<file path="src/smct_pkg.sv">
// Shared types, codes and helpers for the sorted multiset count table.
// Used by smct_cell and sorted_multiset_count_table_unit; depends on nothing.
package smct_pkg;

   localparam int COUNT_WIDTH = 16;
   localparam int FIELD_WIDTH = 16;
   localparam logic [FIELD_WIDTH-1:0] MAX_NUMBER = 16'hFFFE;
   localparam logic [COUNT_WIDTH-1:0] COUNT_MAX = 16'hFFFF;

   typedef enum logic [1:0] {
      REQ_CLEAR   = 2'd0,
      REQ_ADD     = 2'd1,
      REQ_SAVE    = 2'd2,
      REQ_COMPARE = 2'd3
   } req_code_type;

   typedef logic signed [1:0] order_type;

   localparam order_type ORD_LESS    = 2'sb11;
   localparam order_type ORD_EQUAL   = 2'sb00;
   localparam order_type ORD_GREATER = 2'sb01;

   typedef struct packed {
      logic ins_en;
      logic bump_en;
      logic save_en;
      logic cmp_en;
      logic shift_en;
   } cell_ctrl_type;

   function automatic logic [COUNT_WIDTH-1:0] sat_inc(input logic [COUNT_WIDTH-1:0] v);
      sat_inc = (v == COUNT_MAX) ? v : v + 1'b1;
   endfunction

endpackage

</file>
<file path="src/smct_cell.sv">
// One cell of the sorted table: a current entry, a reference entry and a lane
// that shifts toward cell zero for readout and compare. Depends on smct_pkg.
module smct_cell
   import smct_pkg::*;
#(
   parameter int KEY_W      = 16,
   parameter int SIZE_W     = 7,
   parameter int CELL_INDEX = 0
) (
   input  logic                   clock,
   input  logic                   reset,
   input  cell_ctrl_type          ctrl,
   input  logic [KEY_W-1:0]       item_key,
   input  logic [SIZE_W-1:0]      cur_size,
   input  logic [SIZE_W-1:0]      ref_size,
   input  logic [KEY_W-1:0]       prev_num,
   input  logic [COUNT_WIDTH-1:0] prev_cnt,
   input  logic                   prev_in_use,
   input  logic                   prev_greater,
   input  logic [KEY_W-1:0]       next_lane_num,
   input  logic [COUNT_WIDTH-1:0] next_lane_cnt,
   input  logic                   next_lane_mark,
   input  order_type              next_lane_ord,
   output logic [KEY_W-1:0]       num,
   output logic [COUNT_WIDTH-1:0] cnt,
   output logic                   in_use,
   output logic                   greater,
   output logic                   match,
   output logic [KEY_W-1:0]       lane_num,
   output logic [COUNT_WIDTH-1:0] lane_cnt,
   output logic                   lane_mark,
   output order_type              lane_ord
);

   logic [KEY_W-1:0]       num_ff, num_in;
   logic [COUNT_WIDTH-1:0] cnt_ff, cnt_in;
   logic [KEY_W-1:0]       ref_num_ff, ref_num_in;
   logic [COUNT_WIDTH-1:0] ref_cnt_ff, ref_cnt_in;
   logic [KEY_W-1:0]       lane_num_ff, lane_num_in;
   logic [COUNT_WIDTH-1:0] lane_cnt_ff, lane_cnt_in;
   logic                   lane_mark_ff, lane_mark_in;
   order_type              lane_ord_ff, lane_ord_in;

   logic                   in_ref;
   logic                   ins_here;
   logic                   shift_here;
   logic                   same;
   logic [KEY_W-1:0]       a_num;
   logic [KEY_W-1:0]       b_num;
   order_type              local_ord;

   assign in_use  = SIZE_W'(CELL_INDEX) < cur_size;
   assign in_ref  = SIZE_W'(CELL_INDEX) < ref_size;
   assign greater = in_use && (num_ff > item_key);
   assign match   = in_use && (num_ff == item_key);

   assign ins_here   = ctrl.ins_en && prev_in_use && !prev_greater && (!in_use || greater);
   assign shift_here = ctrl.ins_en && prev_greater;

   assign same  = in_use && in_ref && (num_ff == ref_num_ff) && (cnt_ff == ref_cnt_ff);
   assign a_num = in_use ? num_ff : '0;
   assign b_num = in_ref ? ref_num_ff : '0;

   always_comb begin
      if (!in_use && !in_ref) begin
         local_ord = ORD_EQUAL;
      end else if (a_num == b_num) begin
         if (cnt_ff > ref_cnt_ff) begin
            local_ord = ORD_LESS;
         end else if (cnt_ff < ref_cnt_ff) begin
            local_ord = ORD_GREATER;
         end else begin
            local_ord = ORD_EQUAL;
         end
      end else if (a_num < b_num) begin
         local_ord = ORD_LESS;
      end else begin
         local_ord = ORD_GREATER;
      end
   end

   always_comb begin
      num_in       = num_ff;
      cnt_in       = cnt_ff;
      ref_num_in   = ref_num_ff;
      ref_cnt_in   = ref_cnt_ff;
      lane_num_in  = lane_num_ff;
      lane_cnt_in  = lane_cnt_ff;
      lane_mark_in = lane_mark_ff;
      lane_ord_in  = lane_ord_ff;
      if (ins_here) begin
         num_in = item_key;
         cnt_in = COUNT_WIDTH'(1);
      end else if (shift_here) begin
         num_in = prev_num;
         cnt_in = prev_cnt;
      end else if (ctrl.bump_en && match) begin
         cnt_in = sat_inc(cnt_ff);
      end
      if (ctrl.save_en) begin
         ref_num_in   = num_ff;
         ref_cnt_in   = cnt_ff;
         lane_num_in  = num_ff;
         lane_cnt_in  = cnt_ff;
         lane_mark_in = SIZE_W'(CELL_INDEX + 1) == cur_size;
         lane_ord_in  = ORD_EQUAL;
      end else if (ctrl.cmp_en) begin
         lane_mark_in = !same;
         lane_ord_in  = local_ord;
      end else if (ctrl.shift_en) begin
         lane_num_in  = next_lane_num;
         lane_cnt_in  = next_lane_cnt;
         lane_mark_in = next_lane_mark;
         lane_ord_in  = next_lane_ord;
      end
   end

   always_ff @(posedge clock) begin
      num_ff       <= num_in;
      cnt_ff       <= cnt_in;
      ref_num_ff   <= ref_num_in;
      ref_cnt_ff   <= ref_cnt_in;
      lane_num_ff  <= lane_num_in;
      lane_cnt_ff  <= lane_cnt_in;
      lane_mark_ff <= lane_mark_in;
      lane_ord_ff  <= lane_ord_in;
   end

   assign num       = num_ff;
   assign cnt       = cnt_ff;
   assign lane_num  = lane_num_ff;
   assign lane_cnt  = lane_cnt_ff;
   assign lane_mark = lane_mark_ff;
   assign lane_ord  = lane_ord_ff;

   a_sorted_order: assert property (@(posedge clock) disable iff (reset)
      (in_use && prev_in_use && CELL_INDEX != 0) |-> (prev_num < num_ff))
      else $error("Table entries are not in ascending order.");

endmodule

</file>
<file path="config.mk">
export PLATFORM = sky130hd
export DESIGN_NAME = smct_cell
export DESIGN_NICKNAME = d
export VERILOG_FILES = /design/src/smct_pkg.sv /design/src/smct_cell.sv
export SDC_FILE = /design/constraint.sdc
export NUM_CORES = 1
export LEC_CHECK = 0
export BUFFER_PORTS_ARGS = -buffer_cell sky130_fd_sc_hd__buf_2
export CORE_UTILIZATION = 30
export DETAILED_ROUTE_END_ITERATION = 8
export GPL_ROUTABILITY_DRIVEN = 0
export GPL_TIMING_DRIVEN = 1
export MAX_ROUTING_LAYER = met4
export PLACE_DENSITY = 0.49
export SLEW_MARGIN = 10
export SYNTH_ARGS = -nofsm -noshare
export SYNTH_HDL_FRONTEND = slang
export SYNTH_SLANG_ARGS = --single-unit
</file>
<file path="constraint.sdc">
create_clock -name clock -period 7.5 [get_ports clock]
set_input_delay 1.875 -clock clock [delete_from_list [all_inputs] [get_ports clock]]
set_output_delay 1.875 -clock clock [all_outputs]
set_load 0.02 [all_outputs]
</file>
==> impl_summary.md <==
Drt
The final antenna-violating net count is 0. After detailed routing, the number of remaining DRC violations is 0. After detailed routing, the average wire length per cell comes to 16.8 um. After the first detailed-routing iteration, the DRC count stood at 136. The first-pass detailed-route iteration total is 4.

Dividing the detail-routed via count by the number of cells gives 4.89. The routed via count is 4,381. The total wire length is about 15 mm.

Layout
The number of nets in the layout is between 800 and 900. The synthesis-to-finish area growth is 25.5%. The fill cell total of the finished layout is 1,807.

Leaving out fill and tap cells, the most frequent cells in the layout are buf_2 (173), edfxtp_1 (81), ha_1 (49), mux2_2 (48), inv_1 (38). In the final layout, the share of cells above drive strength 1 is 37.5%. Leaving out fill and tap cells, the most frequent cell in the layout is buf_2. The number of diodes added for antenna fixing is 0.

Outcome
The flow ran to the end, and the final reports show no timing, DRC or antenna violations.

Hold path
The tightest min-delay check is of the register to register type. The launch point of the worst hold path is cnt[13]$_SDFFE_PP0P_. The number of stages on the worst hold path is 0.

The end point of the worst hold path is ref_cnt_ff[13]$_DFFE_PP_.

GRT
Global routing finished with a remaining overflow of 0. The all-layer global routing usage is 16.4%. The number of antenna violations at the first check in global routing is 0. The wire length of the first global-routing pass is 23.9 mm. The pin count of the biggest net entering global routing is 43. The via count of the first global-routing pass came to 4,590.

STA
Setup repair after global routing left no endpoint under its margin. The worst setup margin is 1920 ps. The final critical path time including I/O delays and setup is ~5600 ps. The setup TNS after final layout is 0 ps. The max-slew headroom at the worst pin is between 30% and 40%.

The max-slew violation total from the final report was 0. The slew at the pin closest to its max-slew limit is around 1000 ps. The final critical path takes up 74.3% of the cycle. The number of hold violations in the final report is 0. On the final layout, the worst clock skew is 6.80 ps.

Timing would allow up to 0.179 GHz. The count of final setup violators is 0.

Clock tree
The clock-pin slew reported for the worst setup and hold paths after clock tree synthesis is 70 ps. The number of clock sinks is 99. TritonCTS built the clock tree. TritonCTS created 9 clock buffers. The clock tree root buffer cell is clkbuf_16. The number of hold buffers added after CTS was 0.

For the worst-skew pair, the clock arrives at the later sink with an insertion delay of around 350 ps. The deepest clock path buffer count is 2. The number of levels the H-tree was split into is 3. The post-CTS resize count is 0.

After clock tree synthesis, the setup repair step added 0 buffers.

Logic synthesis
The average cell area after synthesis is 11.7 um^2. The fraction of post-synthesis cell area in the top cell type by area is a little over two fifths. The commonest register cell after synthesis is edfxtp_1. The post-synthesis cell type count is 52. The cell taking the most area after synthesis is edfxtp_1. For this run, the number of Yosys warnings is 0. The post-synthesis net count is around 640. The synthesized design contains 99 register bits. After synthesis, flip-flops and latches occupy 49.1% of the total area. The post-synthesis instance area is 5690 um^2. Sorting the synthesized cells by area gives the leading types as edfxtp_1 (43%), ha_1 (11%), mux2_2 (9.5%). In this run, synthesis inferred 81 flip-flops with an integrated enable.

After synthesis, the share of flip-flops with an asynchronous set or reset is 0%. Synthesis produced a netlist whose cell count is ~500.

Critical path
Traced cell by cell, the critical path runs through buf_2 -> or4_4 -> nor4_4 -> nor3b_4 -> buf_4 -> buf_2. The critical path's most frequent cell is buf_2. The critical path start-end classification is input pin to output pin. The length in cells of the worst reg-to-reg path is 7. The number of buffer and inverter instances along the worst setup path is 3.

The worst flop-to-flop path endpoint is num[12]$_DFFE_PP_. In this run the number of cells on the critical path is 6. The largest single stage delay on the critical path is 690 ps. The slowest library cell on the worst path is nor4_4. The worst register-to-register path begins at num[15]$_DFFE_PP_. Data on the critical path is required at its endpoint by about 5600 ps. STA classifies the critical path startpoint as an input pin. On the critical path the largest part of the delay comes from simple AND/OR/NAND/NOR gates. The kind of capture point of the worst setup path is an output pin. For the worst setup path, the data arrival time is roughly 3700 ps. The worst setup slack for register-to-register paths is between 3000 and 4000 ps. The maximum fanout encountered on the critical timing path is 14.

Floorplan
The die covers 19,500 um^2. The count of boundary I/O pins is around 180. From left edge to right edge, the die measures about 140 um. The core region is 18,300 um^2. From bottom edge to top edge, the die measures 140 um. The number of standard-cell rows in the floorplan is between 40 and 50. The starting density of the core is 31.1%.

Power
The power density over the cells is 216 nW/um^2. Summing internal, switching and leakage power gives roughly 1.5 mW. The analysis attributes to cell leakage a power of 3.11 nW. Across the VDD grid, the largest voltage drop is 108 uV.

Place
Port buffering added 174 buffers. The detailed placement HPWL is roughly 11 mm. At the placement stage, the worst setup path has a slack of around 1900 ps.

Job
The total of max-cap violations is 0.
-- synthesized netlist by cell type (3+ instances only) --
cell,count
edfxtp_1,81
ha_1,49
mux2_2,48
inv_1,38
nand2_1,31
nand4_1,21
a21oi_1,19
dfxtp_1,18
nor2b_1,17
nor2_1,16
nand3_1,15
xor2_1,15
a211oi_1,11
and3_1,11
xnor2_1,11
clkbuf_1,10
nor3_1,10
a21o_1,6
o21ai_0,6
and2_1,5
or3_1,5
a31oi_1,3
and4_1,3
nor4_1,3
or4_1,3
-- per-layer routing --
metal	wire length (um)	GRT usage [%]	up-vias
li1	-	-	2176
met1	6860	20.4	2047
met3	815	3.27	23
met5	0	-	-
met4	337	6.65	0
met2	7030	26.2	135
-- final cells by class --
type                    instances  area (um^2)  area share [%]
clock buffers                  13          293            4.10
clock inverters                 3         41.3           0.579
inverters                      38          143            2.00
multi-input cells             336         2680            37.6
flip-flops and latches         99         2790            39.2
well taps                     229          287            4.02
repair buffers                177          896            12.6
-- where the power goes --
group          total, mW  internal [mW]  switching [mW]
clock network      0.516          0.308           0.208
registers          0.715          0.661          0.0547
logic              0.311          0.137           0.174
total               1.54           1.11           0.437
-- worst max path at each step --
stage | from | end
after global routing | cur_size[3] | match
after detailed placement | cur_size[3] | match
after floorplan | item_key[15] | greater
after CTS | cur_size[3] | match
final | cur_size[3] | match
after global placement | cur_size[3] | match
-- state kept, by name, indices dropped and copies added, names as in the netlist --
| signal | cells |
|---|---|
| ref_cnt_ff | 16 |
| num | 16 |
| lane_mark | 1 |
| cnt | 16 |
| lane_ord | 2 |
| lane_cnt | 16 |
| ref_num_ff | 16 |
| lane_num | 16 |
-- through the flow --
step           util [%]  instances  hold WS, ps  area [um^2]
4_1_cts            39.0        895          570         7130
3_3_place_gp       37.2        879          558         6800
2_1_floorplan         -        488          597         5690
6_report           39.0        895          568         7130
3_5_place_dp       37.2        879          561         6800
5_1_grt            39.0        895          585         7130
-- worst register-to-register path: cells and delay by family (launching register included) --
kind	cells	cell delay, ps
simple gates	4	1330
compound gates	2	1200
flops	1	540
fa+ha+maj	1	380
-- cells by family (layout without fill, tap and decap cells) --
group / count (synthesis) / count (layout) / synth area share [%]
flip-flops: 99 / 99 / 49.1
XOR/XNOR: 26 / 26 / 4.01
AND/OR/NAND/NOR: 148 / 148 / 15.0
AO/OA/AOI/OAI: 63 / 63 / 7.53
adder cells (fa/ha/maj): 49 / 49 / 10.8
buffers and inverters: 53 / 231 / 3.74
multiplexers: 50 / 50 / 9.86
Note: power is estimated with default switching activity, not from simulation.
